$ cat config.mk
export PLATFORM = sky130hd
export DESIGN_NAME = wwme_cell
export DESIGN_NICKNAME = d
export VERILOG_FILES = /design/src/sv/wwme_pkg.sv /design/src/sv/wwme_cell.sv
export SDC_FILE = /design/constraint.sdc
export NUM_CORES = 1
export LEC_CHECK = 0
export ABC_AREA = 1
export BUFFER_PORTS_ARGS = -buffer_cell sky130_fd_sc_hd__buf_2
export CAP_MARGIN = 20
export CORE_MARGIN = 10
export CORE_UTILIZATION = 41
export CTS_CLUSTER_DIAMETER = 120
export DETAILED_ROUTE_END_ITERATION = 10
export PLACE_DENSITY_LB_ADDON = 0.08
export REMOVE_ABC_BUFFERS = 1
export SLEW_MARGIN = 20
export SYNTH_ARGS = -nofsm -noshare
export SYNTH_HDL_FRONTEND = slang
export SYNTH_SLANG_ARGS = --single-unit
export TNS_END_PERCENT = 30
$ cat constraint.sdc
create_clock -name clk -period 1.09 [get_ports clk]
set_clock_uncertainty 0.2 [all_clocks]
set_input_delay 0 -clock clk [delete_from_list [all_inputs] [get_ports clk]]
set_output_delay 0 -clock clk [all_outputs]
set_load 0.01 [all_outputs]
$ cat src/sv/wwme_pkg.sv
`timescale 1ns / 1ps
`default_nettype none
package wwme_pkg;

	localparam int MAX_WORDS   = 1024;
	localparam int MAX_LETTERS = 12;
	localparam int LETTER_W    = 5;
	localparam int ID_W        = 10;
	localparam int CNT_W       = 11;
	localparam int LEN_W       = 4;
	localparam int LETTERS_W   = 60;
	localparam int MASK_W      = 26;
	localparam int WORD_W      = LEN_W + ID_W + LETTERS_W;
	localparam logic [LETTER_W-1:0] LAST_LETTER = 5'd25;
	localparam logic [MASK_W-1:0] ALL_LETTERS_MASK = 26'h3FFFFFF;
	localparam logic [LEN_W-1:0] MIN_LEN_RESET = 4'd2;

	localparam logic [2:0] FUNC_INSERT  = 3'd0;
	localparam logic [2:0] FUNC_EXCLUDE = 3'd1;
	localparam logic [2:0] FUNC_CLEAR   = 3'd2;
	localparam logic [2:0] FUNC_NEXT    = 3'd3;
	localparam logic [2:0] FUNC_LMASK   = 3'd4;

	localparam logic [1:0] STATUS_OK       = 2'd0;
	localparam logic [1:0] STATUS_NO_MATCH = 2'd1;
	localparam logic [1:0] STATUS_FULL     = 2'd2;
	localparam logic [1:0] STATUS_BAD      = 2'd3;

	typedef enum logic [1:0] {
		ST_CLEAR,
		ST_IDLE,
		ST_SCAN,
		ST_WAIT
	} state_t;

	// One dictionary entry travelling down the cell row.
	typedef struct packed {
		logic                 ok;
		logic                 last;
		logic [ID_W-1:0]      rank;
		logic [LETTERS_W-1:0] letters;
	} cell_bus_t;

endpackage
`default_nettype wire

$ cat src/sv/wwme_cell.sv
`timescale 1ns / 1ps
`default_nettype none
module wwme_cell (
	input  wire logic                           clk,
	input  wire logic                           arst_n,
	input  wire logic [wwme_pkg::LETTER_W-1:0]  pat_letter,
	input  wire logic                           care,
	input  wire wwme_pkg::cell_bus_t            bus_in,
	output wwme_pkg::cell_bus_t                 bus_out
);
	wwme_pkg::cell_bus_t bus_q;
	logic                hit;

	// Each cell checks the lowest letter, then rotates the word so the next
	// cell sees the following position.
	assign hit = !care || (bus_in.letters[wwme_pkg::LETTER_W-1:0] == pat_letter);

	always_ff @(posedge clk or negedge arst_n) begin
		if (!arst_n) begin
			bus_q <= '0;
		end else begin
			bus_q.ok      <= bus_in.ok && hit;
			bus_q.last    <= bus_in.last;
			bus_q.rank    <= bus_in.rank;
			bus_q.letters <= {bus_in.letters[wwme_pkg::LETTER_W-1:0],
				bus_in.letters[wwme_pkg::LETTERS_W-1:wwme_pkg::LETTER_W]};
		end
	end

	assign bus_out = bus_q;
endmodule
`default_nettype wire

**Yosys cells after proc, flatten, opt, wreduce, memory -nomap -nowiden**

Cells that the tools add are included.

- Flip-flop bits (word level): 72
- Input port bits: 80

- Eq/ne operators: 1
- Reductions and logical operators: 3

Operator list:

| operator | count |
|---|---|
| $eq 5x5->1 | 1 |
| $logic_and 1x1->1 | 1 |
| $logic_not 1->1 | 1 |
| $logic_or 1x1->1 | 1 |

**Depth between registers and ports, before layout**

- Depth in word-level cells: 3
- Gate-level depth with buffers: 6

**Worst setup path before layout**

Ideal clock, no wire load.

- Path type: input to register
- Start point: in pat_letter[4] (netlist name)
- End point: reg bus_q, in the netlist bus_out[71]
- Library setup time: 0.073 ns
- Arrival: 0.378 ns
- Required time: 0.817 ns
- Slack: 0.439 ns
- Cell stages on the path: 6
- Cells stage by stage: inv_1 nand2_1 nand2_1 nor2_1 nand3_1 a21oi_2

- Longest elaborated chain between the ends: 3

Ends and longest elaborated chain:

| element | RTL line | text |
|---|---|---|
| from (decl) | wwme_cell.sv:6 | `input wire logic [wwme_pkg::LETTER_W-1:0] pat_letter,` |
| $eq 5x5->1 | wwme_cell.sv:16 | `assign hit = !care \|\| (bus_in.letters[wwme_pkg::LETTER_W-1:0] == pat_letter);` |
| $logic_or 1x1->1 | wwme_cell.sv:16 |  |
| $logic_and 1x1->1 | wwme_cell.sv:22 | `bus_q.ok <= bus_in.ok && hit;` |
| to (decl) | wwme_cell.sv:11 | `wwme_pkg::cell_bus_t bus_q;` |

No other way between the ends.

**Worst setup path in the final report**

- Start point: reg bus_q, in the netlist bus_out[69]
- End point: out bus_out[69] (netlist name)

RTL lines:

| element | RTL line | text |
|---|---|---|
| to (decl) | wwme_cell.sv:9 | `output wwme_pkg::cell_bus_t bus_out` |

No word-level cell between the ends.

==> qor.yml <==
run:
  cap_violations: 0
logic_synthesis:
  syn-instance-count: 97
  yosys_warnings: 0
  yosysUniqueCellTypes: 7
  ys_seq_area_frac: 0.9449
  netlist_area_um2: 1907
  synth_top_area_share: 0.9449
  yosysTopAreaCell: "dfrtp_1"
  syn_avg_cell_area_um2: 19.66
  synthTopCellsByArea: "dfrtp_1, nand2_1, inv_1"
  postSynthRegisterBits: 72
route:
  ant_nets: 0
  post_drt_via_cell_ratio: 4.150
  dr.pass1.iters: 4
  drc: 0
  drt_iter0_markers: 30
  wl_per_cell_um: 17.82
  num_vias: 1635
  drt-total-wl_um: 7022
timing:
  hold_violations: 0
  clock.fmax_ghz: 0.9310
  tns_ns: 0
  slew_viol_final: 0
  finalSetupViolations: 0
  tightestPinTransition_ns: 0.3603
  whs_ns: 0.005082
  post-route-min-period_ns: 1.074
  rsz0062_at_grt: "yes"
  maxSlewHeadroom: 0.7598
  finalCritPeriodShare: 0.9855
  fin_ws_ns: 0.01585
placed_design:
  post-place-ws_ns: 0.2729
  postPlaceCellArea_um2: 2750
  dpl.hpwl_um: 4193
  gp_congestion: 0.6909
  port_buffers: 151
finish:
  final_area_um2: 3809
  final_common_cell: "buf_2"
  drive_gt1_frac: 0.4839
  final_cell_mix: "buf_2, dlygate4sd3_1, dfrtp_1, clkbuf_8, nand2_1"
  fill_cells: 215
  largest_register_ffs: 72
  layout.nets: 416
  syn_to_final_growth_pct: 99.74
clock_tree:
  clockBufferDepth: 2
  cts_root_buffer: "clkbuf_8"
  cts_tree: "built"
  htree_num_levels: 3
  clock-sinks: 72
  clkSlewWorstSetupHoldPaths_ns: 0.08
  cts_setup_buffers: 0
  cts_buffers: 9
critical_path:
  critPathKind: "reg2out"
  slowest_delay_ns: 0.41
  path_cells: "buf_6"
  endpoint_kind: "primary output"
  path_max_fanout: 1
  start_kind: "register"
  worstSetupStartpoint: "bus_out[69]"
  critPathArrivalTime_ns: 0.87
  cp.buffers_inverters: 1
  cp_top_family: "flip-flops"
  cp.required_ns: 0.89
  cpMaxStageDelayCell: "dfrtp_1"
global_route:
  use_met2: 0.3237
  antenna_found_initial: 1
  grt.met3_usage: 0.07335
  grt_use_met1: 0.1897
  overflow: 0
  grt_max_degree: 73
  grt.busiest_layer: "met2"
  grt_pass1_vias: 1888
  grt_pass1_wl_um: 10600
  grt_use_total: 0.1840
floorplanning:
  core_area_um2: 4414
  num_rows: 24
  dieWidth_um: 88.20
  ios: 152
  die-height_um: 88.20
  floorplan.initialDensity: 0.4320
  die-area_um2: 7778
power_and_ir_drop:
  power_mw: 6.128
  p_leak_nw: 2.004
  internal_power_mw: 4.845
  swShare: 0.2095
  powerDensity_nw_per_um2: 1609
  pwr-share-clk: 0.423
  ir_drop_uv: 1446
  pwr-share-comb: 0.114
  p_sw_mw: 1.284
  p_seq_frac: 0.463
status:
  status: "finished, final reports clean"
min_path:
  hold_class: "in2async"
==> metrics by stage <==
step                      cells    util
final                       394  0.8628
after global routing        394  0.8628
after CTS                   396  0.8597
after detailed placement    301  0.6230
after global placement      301  0.6230
after floorplan              97       -
==> path summary, 6_finish.rpt <==
path                               end  slack (ns)  cells after the start
max                        bus_out[69]        0.02                      1
min                        bus_out[40]       0.005                      3
min in group clk           bus_out[71]        0.01                      6
max in group asynchronous   bus_out[1]        0.39                      3
==> per-layer routing <==
| metal | vias up | wire length, um |
|---|---|---|
| met1 | 772 | 2293 |
| met4 | 0 | 97 |
| li1 | 767 | - |
| met3 | 9 | 771 |
| met5 | - | 0 |
| met2 | 87 | 3859 |
==> cells in the mapped netlist (all sizes together) <==
cell / instances
a21oi: 1
dfrtp: 72
inv: 8
nand2: 10
nand3: 1
nor2: 4
xnor2: 1
==> power groups by stage <==
| stage | clock network [mW] | logic (mW) | registers, mW |
|---|---|---|---|
| after floorplan | 0 | 0.0244 | 2.97 |
| after detailed placement | 0 | 0.466 | 2.88 |
| after global placement | 0 | 0.458 | 2.88 |
| after global routing | 2.76 | 0.757 | 2.85 |
| after CTS | 2.64 | 0.691 | 2.83 |
| final | 2.59 | 0.696 | 2.84 |
==> kinds of logic after synthesis <==
kind of cell,after synthesis,synth area share
XOR/XNOR,1,0.004594
AO/OA/AOI/OAI,1,0.004594
AND/OR/NAND/NOR,15,0.03018
flip-flops,72,0.9449
buffers and inverters,8,0.01575
==> layout make-up <==
class                      instances  area, um2  share of cell area
tap                               52      65.06             0.01708
sequential                        72       1802              0.4731
clock buffer                      11      151.4             0.03975
timing repair buffer             228       1578              0.4143
antenna                            1      2.502           0.0006570
inverter                           8      30.03            0.007884
multi-input combinational         17      77.57             0.02037
clock inverter                     5      102.6             0.02694
==> repair_timing <==
item,4_1_cts,5_1_grt
hold buffers,79,2
endpoints found under the setup margin,0,3
resized for setup,0,6
endpoints found under the hold margin,144,2
Note: power is estimated with default switching activity, not from simulation.
