File: src/sv/wwme_ram.sv
`timescale 1ns / 1ps
`default_nettype none
module wwme_ram #(
	parameter int WIDTH = 8,
	parameter int DEPTH = 16
) (
	input  wire logic                     clk,
	input  wire logic                     we,
	input  wire logic [$clog2(DEPTH)-1:0] waddr,
	input  wire logic [WIDTH-1:0]         wdata,
	input  wire logic [$clog2(DEPTH)-1:0] raddr,
	output logic      [WIDTH-1:0]         rdata
);
	logic [WIDTH-1:0] mem_q [DEPTH];

	always_ff @(posedge clk) begin
		if (we) begin
			mem_q[waddr] <= wdata;
		end
		rdata <= mem_q[raddr];
	end
endmodule
`default_nettype wire

File: config.mk
export PLATFORM = sky130hd
export DESIGN_NAME = wwme_ram
export DESIGN_NICKNAME = d
export VERILOG_FILES = /design/src/sv/wwme_ram.sv
export SDC_FILE = /design/constraint.sdc
export NUM_CORES = 1
export LEC_CHECK = 0
export ABC_AREA = 1
export BUFFER_PORTS_ARGS = -buffer_cell sky130_fd_sc_hd__buf_4
export CAP_MARGIN = 20
export CORE_UTILIZATION = 30
export DETAILED_ROUTE_END_ITERATION = 10
export PLACE_DENSITY_LB_ADDON = 0.3
export SLEW_MARGIN = 20
export SYNTH_ARGS = -nofsm -noshare
export SYNTH_HDL_FRONTEND = slang
export SYNTH_SLANG_ARGS = --single-unit
File: constraint.sdc
create_clock -name clk -period 3.7 [get_ports clk]
set_input_delay 1.11 -clock clk [delete_from_list [all_inputs] [get_ports clk]]
set_output_delay 1.11 -clock clk [all_outputs]
set_load 0.005 [all_outputs]
# == Word level (Yosys, flattened, before mapping) ==
# Memories as Yosys holds them, arrays and structs flattened. A register that Yosys moved wholly into a read port is not among the register bits.
# Cells that the tools add are included.
# totals
out_inout_bits,8
mem_bits_ro,0
elab_cells,3
mem_bits_rw,128
in_bits,18
latchBits,0
memories,1
ff_bits,0
# mem_list
name,words,word_bits,read_ports,rd_ports_with_merged_regs,write_ports,line_no,text
mem_q,16,8,1,1,1,14,logic [WIDTH-1:0] mem_q [DEPTH];
# op_classes
n_bitwise,0
shifts,0
mux,2
n_eq_ne,0
multipliers,0
addsub,0
magnitude_cmp,0
n_reduce_logical,0
div,0
# op_table
operator,count
$mux W1,2

# == Longest topological paths before layout ==
# Gate-level depths: netlist (run 1).
# logic_depth
ltp_word,2
depth_mapped,8
ltp_nobuf,7

# == Worst setup path before layout (run 1) ==
# OpenSTA, ideal clock, no wires.
# synth_timing
kind,input to register
start,in waddr[2]
end,"mem mem_q[10][0], enable pin"
arrival_ns,1.691
path_slack_ns,1.639
path_stages,2
required_time_ns,3.330
path_buffers,0
cell_sequence,nand3b_1 -> nor2_1
# synth_lines
element,line_no,text
from (decl),9,"input wire logic [$clog2(DEPTH)-1:0] waddr,"
to (decl),14,
# No word-level cell before the write port.

# == Final worst setup path (run 1) ==
# layout_timing
start,in waddr[3]
end,"mem mem_q[4][3], enable pin"
# No word-level cell before the write port.

==> results of run 1 <==
[metrics by stage]
stage,worst slack [ns],area (um2)
final,1.549,6668
after CTS,1.586,6668
after global placement,1.167,6108
after global routing,1.475,6668
after floorplan,1.639,5767
after detailed placement,1.152,6108
[metal layers]
layer / track usage, % / share of wire, % / vias to the layer above
met5: 0 / 0 / -
met4: 5.549 / 1.5 / 0
met3: 2.412 / 4.2 / 14
met2: 21.68 / 47 / 103
met1: 17.91 / 47 / 1735
li1: - / - / 1813
[logic make-up (layout without fill, tap and decap cells)]
logic type | Yosys count | in the layout | share of synthesized area [%]
and+or+nand+nor | 289 | 289 | 21.05
buffers and inverters | 126 | 160 | 9.525
DFF | 136 | 136 | 69.43
[cell type report]
type	instances	share of cell area, %
Clock inverter	14	2.008
Multi-Input combinational cell	289	18.20
Clock buffer	17	6.380
Tap cell	234	4.391
Sequential cell	136	60.05
Timing Repair Buffer	27	3.228
Inverter	102	5.742
[worst max-delay path: cells and delay by family]
kind,cells,cell delay (ns)
buf+inv,1,0.12
simple gates,2,0.95
[where the power goes]
group	leakage (nW)	switching (mW)	internal (mW)	total, mW
Clock	0.265	0.616	0.978	1.59
Combinational	1.33	0.145	0.0660	0.211
Sequential	1.22	0.00993	1.72	1.73
Total	2.82	0.771	2.77	3.54
[synth_stat cells (all sizes together)]
library cell  count  area share [%]
inv             102             6.6
edfxtp          128              67
nor2             17             1.1
nand3b            2            0.26
nand2           173              11
dfxtp             8             2.8
buf              24             2.9
nand3            97             8.4
[flip-flops by register name, indices dropped and copies added, names as in the netlist]
register  flops
mem_q       128
rdata         8
[path summary, 6_finish.rpt]
| check | startpoint | end | slack (ns) | depth (start not counted) |
|---|---|---|---|---|
| max | waddr[3] | mem_q[4][3]$_DFFE_PP_ | 1.55 | 3 |
| max reg2reg | mem_q[1][5]$_DFFE_PP_ | rdata[5]$_DFF_P_ | 2.63 | 6 |
| min | mem_q[14][4]$_DFFE_PP_ | rdata[4]$_DFF_P_ | 0.65 | 6 |
| min reg2reg | mem_q[14][4]$_DFFE_PP_ | rdata[4]$_DFF_P_ | 0.65 | 6 |
==> metrics.yaml, run 1 <==
outcome:
  status: "completed"
grt:
  grt_pass1_vias: 3411
  grt_max_degree: 65
  antenna_found_initial: 0
  grt_pass1_wl_mm: 19.64
  overflow: 0
  grt_usage_pct: 13.45
detailed_routing:
  drc_errors: 0
  drt-wirelength-per-cell_um: 15.43
  ant_nets: 0
  drt_iter0_drc: 353
  finalWirelength_mm: 12.63
  vias_per_cell: 4.475
  vias: 3665
  first_pass_iters: 5
place:
  gp_congestion: 0.7840
  numPortBuffers: 25
  place_inst: 788
  dp_hpwl_mm: 7.681
final_layout:
  fillers: 1844
  stdcell_count: 819
  drive_gt1_share_pct: 9.573
  diodes: 0
  nets: 591
  area_delta_synth_final_pct: 15.62
  layout_common_cells: "173 x nand2_1, 128 x edfxtp_1, 100 x inv_1, 97 x nand3_1, 26 x buf_4"
  layout.cells.most_common: "nand2_1"
  seq_area_um2: 4004
  multi_input_area_um2: 1214
  final_util_pct: 35.53
clocking:
  numCtsBuffers: 17
  clkTransAtPathRegs_ns: 0.06
  clk_latency_ns: 0.41
  ctsResizeCount: 0
  root_buffer: "clkbuf_16"
  cts_sinks: 136
  post_cts_buffers: 0
  clock_path_buffers: 2
  cts_hold_buffers: 0
  cts_tree: "yes"
  cts_max_level: 4
run:
  cap_viol_max_count: 0
timing:
  finalHoldViolCount: 0
  fin_tns_setup_ns: 0
  fmax_mhz: 464.9
  min_period_ns: 2.151
  whs_ns: 0.6492
  skew_ns: 0.005025
  setup_violations: 0
  worst_pin_slew_ns: 0.8704
  rsz0062_at_grt: "no"
  maxSlewHeadroom_pct: 41.76
  fin_crit_sh_pct: 58.13
  maxSlewViolCount: 0
yosys:
  synth.avg_cell_area_um2: 10.47
  netlist_area_um2: 5767
  seq_area_frac_synth_pct: 69.43
  synth_seq_cells: 136
  yosys_warnings: 0
  netlist_instances: 551
  synth_nets: 569
  synth_cell_type_count: 12
setup_path:
  setup.worst_path.class: "input port to flip-flop"
  slowest_stage: "nor2_1"
  cp_max_fo: 8
  critPathCaptureType: "flip-flop"
  required_ns: 3.73
  crit_path_cell_trace: "buf_4, nand3b_1, nor2_1"
  max_stage_delay_ns: 0.69
  cp-start-kind: "input port"
  cp.arrival_ns: 2.18
die:
  num_rows: 50
  start_util_pct: 30.73
  die_w_um: 140.6
  ios: 26
  die_h_um: 140.6
  die_area_um2: 19780
  core_region_area_um2: 18770
power:
  finalPower_mw: 3.537
  power.leakage_nw: 2.815
  ir_worst_vdd_uv: 279.9
  p_per_area_nw_per_um2: 530.5
hold_path:
  hp-class: "flip-flop to flip-flop"
Power figures use the tool's default switching activity.
==> inputs of run 2 (changes only) <==
==> constraint.sdc (replaced) <==
create_clock -name clk -period 2 [get_ports clk]
set_input_delay 0.6 -clock clk [delete_from_list [all_inputs] [get_ports clk]]
set_output_delay 0.6 -clock clk [all_outputs]
set_load 0.005 [all_outputs]
==> run 2 against run 1 <==
Combinational power increased by 96%. Global-route usage increased by 1.1 points. Worst setup slack got worse by 1.0 ns. Sequential power up 86%. Final area rose by 2.6%. Non-clock buffer count up 19. Cell count rose by 2.4%. Flip-flop and latch count stayed put.
==> metrics.yaml, run 2 (synthesized netlist as in run 1, its figures left out) <==
timing:
  setup_violations: 0
  fin_crit_sh_pct: 73.32
  finalHoldViolCount: 0
  rsz0062_at_grt: "no"
  whs_ns: 0.5149
  min_period_ns: 1.466
  fmax_mhz: 682.0
  skew_ns: 0.005686
  worst_pin_slew_ns: 0.6170
  maxSlewHeadroom_pct: 58.82
  fin_tns_setup_ns: 0
  maxSlewViolCount: 0
clocking:
  clk_latency_ns: 0.41
  clock_path_buffers: 2
  cts_sinks: 136
  numCtsBuffers: 17
  root_buffer: "clkbuf_16"
  post_cts_buffers: 0
  cts_max_level: 4
  cts_hold_buffers: 0
  clkTransAtPathRegs_ns: 0.05
  ctsResizeCount: 0
  cts_tree: "yes"
setup_path:
  required_ns: 1.40
  cp_max_fo: 1
  max_stage_delay_ns: 0.34
  critPathCaptureType: "output pin"
  slowest_stage: "dfxtp_1"
  critPathTopFamily: "flip-flops"
  crit_path_cell_trace: "buf_4"
  cp-start-kind: "flip-flop"
  path_buf_inv: 1
  cp.arrival_ns: 0.87
  setup.worst_path.class: "flip-flop to output pin"
place:
  place_inst: 807
  dp_hpwl_mm: 8.131
  gp_congestion: 0.7491
  numPortBuffers: 25
final_layout:
  final_util_pct: 36.46
  fillers: 1840
  drive_gt1_share_pct: 11.90
  top_regs: "mem_q: 128 flops, rdata: 8 flops"
  area_delta_synth_final_pct: 18.66
  layout_common_cells: "173 x nand2_1, 128 x edfxtp_1, 100 x inv_1, 97 x nand3_1, 43 x buf_4"
  diodes: 0
  layout.cells.most_common: "nand2_1"
  nets: 610
  largest_register_ffs: 128
  stdcell_count: 839
  regMostFlops: "mem_q"
detailed_routing:
  drc_errors: 0
  drt_iter0_drc: 389
  vias: 3711
  vias_per_cell: 4.423
  ant_nets: 0
  drt-wirelength-per-cell_um: 16.12
  finalWirelength_mm: 13.52
  first_pass_iters: 4
grt:
  grt_pass1_vias: 3703
  antenna_found_initial: 0
  grt_pass1_wl_mm: 21.02
  overflow: 0
  grt_max_degree: 65
  grt_usage_pct: 14.58
power:
  power_switching_mw: 1.365
  p_clk_share_pct: 45.3
  pwr-share-seq_pct: 48.4
  power.leakage_nw: 2.937
  p_int_mw: 5.258
  ir_worst_vdd_uv: 580.3
  swShare_pct: 20.61
  p_per_area_nw_per_um2: 967.9
  combinationalPowerShare_pct: 6.2
hold_path:
  hp-class: "input port to flip-flop"
run:
  cap_viol_max_count: 0
die:
  ios: 26
  core_region_area_um2: 18770
  num_rows: 50
  die_h_um: 140.6
  start_util_pct: 30.73
  die_w_um: 140.6
  die_area_um2: 19780
outcome:
  status: "completed"
==> run 2: area by class of cell <==
| class | count | area (um2) | area share [%] |
|---|---|---|---|
| sequential | 136 | 4004 | 58.51 |
| multi-input combinational | 289 | 1214 | 17.74 |
| clock buffer | 28 | 496.7 | 7.259 |
| timing repair buffer | 46 | 382.9 | 5.595 |
| inverter | 102 | 382.9 | 5.595 |
| tap | 234 | 292.8 | 4.279 |
| clock inverter | 4 | 70.07 | 1.024 |
==> run 2: worst paths after layout <==
check | from | endpoint | slack, ns | depth (start not counted)
hold / removal | raddr[3] | rdata[6]$_DFF_P_ | 0.51 | 3
hold reg to reg | mem_q[15][0]$_DFFE_PP_ | rdata[0]$_DFF_P_ | 0.69 | 6
setup reg to reg | mem_q[1][0]$_DFFE_PP_ | rdata[0]$_DFF_P_ | 0.94 | 6
setup / recovery | rdata[6]$_DFF_P_ | rdata[6] | 0.53 | 1
==> run 2: metal layers <==
| metal | routed length [um] | up-vias | GRT usage (%) | share of wire (%) |
|---|---|---|---|---|
| met5 | 0 | - | 0 | 0 |
| met4 | 157 | 0 | 5.263 | 1.2 |
| met3 | 455 | 11 | 2.887 | 3.4 |
| met2 | 6752 | 79 | 25.24 | 50 |
| met1 | 6155 | 1769 | 18.07 | 46 |
| li1 | - | 1852 | - | - |
==> run 2: tightest hold or removal path: cells and delay by family <==
family / cells / cell delay (ns)
simple gates: 2 / 0.14
buf+inv: 1 / 0.15
==> run 2: through the flow <==
step | setup slack (ns) | instance area [um2] | power, mW
floorplan | 0.4492 | 5767 | 3.487
global placement | 0.1788 | 6276 | 3.679
detailed placement | 0.2130 | 6276 | 3.684
CTS | 0.4966 | 6843 | 6.667
global route | 0.4915 | 6843 | 6.830
finish | 0.5336 | 6843 | 6.623
==> run 2: power groups by stage <==
stage	sequential (mW)	combinational (mW)	clock, mW
3_5_place_dp	3.27	0.419	0
6_report	3.21	0.413	3.00
5_1_grt	3.21	0.463	3.16
2_1_floorplan	3.26	0.225	0
4_1_cts	3.21	0.420	3.04
3_3_place_gp	3.26	0.414	0
==> inputs of run 3 (changes only) <==
==> constraint.sdc (replaced) <==
create_clock -name clk -period 1.47 [get_ports clk]
set_input_delay 0.441 -clock clk [delete_from_list [all_inputs] [get_ports clk]]
set_output_delay 0.441 -clock clk [all_outputs]
set_load 0.005 [all_outputs]
==> run 3 against run 2 <==
Core utilization rose by 0.38 points. Flip-flop and latch count is the same. Clock-buffer cell count up 1. Sequential power increased by 36%. Clock skew decreased by 0.0012 ns. Clock power is 34% higher. Worst setup slack worse by 0.46 ns. Sequential share of layout area fell by 0.60 points. Non-clock buffer count increased by 7. Die area unchanged. Register-to-register slack worse by 0.41 ns. Critical path depth unchanged. Critical endpoint is now rdata[4]. Largest cell class unchanged. Largest power group unchanged.
==> metrics.yaml, run 3 (synthesized netlist as in run 1, its figures left out) <==
outcome:
  status: "completed"
timing:
  fin_tns_setup_ns: 0
  skew_ns: 0.004485
  setup_violations: 0
  rsz0062_at_grt: "no"
  maxSlewViolCount: 0
  finalHoldViolCount: 0
  whs_ns: 0.3275
  fin_crit_sh_pct: 95.02
  maxSlewHeadroom_pct: 74.52
  min_period_ns: 1.397
  fmax_mhz: 715.9
  worst_pin_slew_ns: 0.3818
setup_path:
  slowest_stage: "dfxtp_1"
  cp.arrival_ns: 0.96
  cp-start-kind: "flip-flop"
  cp_max_fo: 1
  max_stage_delay_ns: 0.39
  required_ns: 1.03
  crit_path_cell_trace: "buf_4"
  critPathTopFamily: "flip-flops"
  setup.worst_path.class: "flip-flop to output pin"
  critPathCaptureType: "output pin"
  path_buf_inv: 1
hold_path:
  hp-class: "input port to flip-flop"
final_layout:
  largest_register_ffs: 128
  nets: 617
  layout_common_cells: "173 x nand2_1, 128 x edfxtp_1, 100 x inv_1, 97 x nand3_1, 48 x buf_4"
  layout.cells.most_common: "nand2_1"
  area_delta_synth_final_pct: 19.90
  regMostFlops: "mem_q"
  multi_input_area_um2: 1214
  drive_gt1_share_pct: 13.07
  final_util_pct: 36.84
  fillers: 1867
  top_regs: "mem_q: 128 flops, rdata: 8 flops"
  seq_area_um2: 4004
  diodes: 0
clocking:
  numCtsBuffers: 17
  cts_sinks: 136
  clock_path_buffers: 2
  root_buffer: "clkbuf_16"
  clkTransAtPathRegs_ns: 0.06
  cts_hold_buffers: 0
  cts_tree: "yes"
  cts_max_level: 4
  ctsResizeCount: 0
  clk_latency_ns: 0.42
  post_cts_buffers: 0
place:
  numPortBuffers: 25
  dp_hpwl_mm: 8.307
  gp_congestion: 0.7489
die:
  ios: 26
  num_rows: 50
  start_util_pct: 30.73
  core_region_area_um2: 18770
  die_w_um: 140.6
  die_area_um2: 19780
  die_h_um: 140.6
detailed_routing:
  drt_iter0_drc: 199
  met3_length_um: 356
  finalWirelength_mm: 13.16
  wl_met2_mm: 6.308
  topRoutingLayerUsed: "met4"
  vias: 3801
  first_pass_iters: 4
  ant_nets: 0
  drt-wirelength-per-cell_um: 15.56
  drt-met1-wl_mm: 6.227
  vias_per_cell: 4.493
  drc_errors: 0
power:
  p_per_area_nw_per_um2: 1293
  finalPower_mw: 8.939
  ir_worst_vdd_uv: 823.2
  power.leakage_nw: 2.979
grt:
  grt_pass1_wl_mm: 20.91
  grt_max_degree: 40
  overflow: 0
  antenna_found_initial: 0
  grt_pass1_vias: 3779
  grt_usage_pct: 14.54
run:
  cap_viol_max_count: 0
-- run 3: power breakdown --
part	switching, mW	internal, mW	total, mW
logic	0.357	0.208	0.565
clock network	1.46	2.55	4.01
registers	0.0301	4.34	4.37
total	1.85	7.09	8.94
-- run 3: worst paths after layout --
check | startpoint | to | slack (ns) | depth (start not counted)
max reg2reg | mem_q[1][3]$_DFFE_PP_ | rdata[3]$_DFF_P_ | 0.53 | 6
min reg2reg | mem_q[12][5]$_DFFE_PP_ | rdata[5]$_DFF_P_ | 0.66 | 6
min | wdata[4] | mem_q[15][4]$_DFFE_PP_ | 0.33 | 1
max | rdata[4]$_DFF_P_ | rdata[4] | 0.07 | 1
-- run 3: metrics by stage --
| step | instances | cell area [um2] | setup slack [ns] |
|---|---|---|---|
| after floorplan | 551 | 5767 | 0.07816 |
| after global placement | 814 | 6354 | -0.01903 |
| after detailed placement | 814 | 6354 | -0.01781 |
| after CTS | 846 | 6914 | 0.04355 |
| after global routing | 846 | 6914 | 0.05447 |
| final | 846 | 6914 | 0.07319 |
-- run 3: per-layer routing --
layer | track usage [%] | vias up
met4 | 6.465 | 0
met3 | 3.023 | 19
met1 | 18.68 | 1845
met2 | 23.72 | 70
li1 | - | 1867
met5 | 0 | -
-- run 3: cell type report --
cell class | instances | area share [%]
flip-flops and latches | 136 | 57.91
multi-input cells | 289 | 17.55
clock buffers | 29 | 7.528
repair buffers | 53 | 6.659
inverters | 102 | 5.537
well taps | 234 | 4.235
clock inverters | 3 | 0.5791
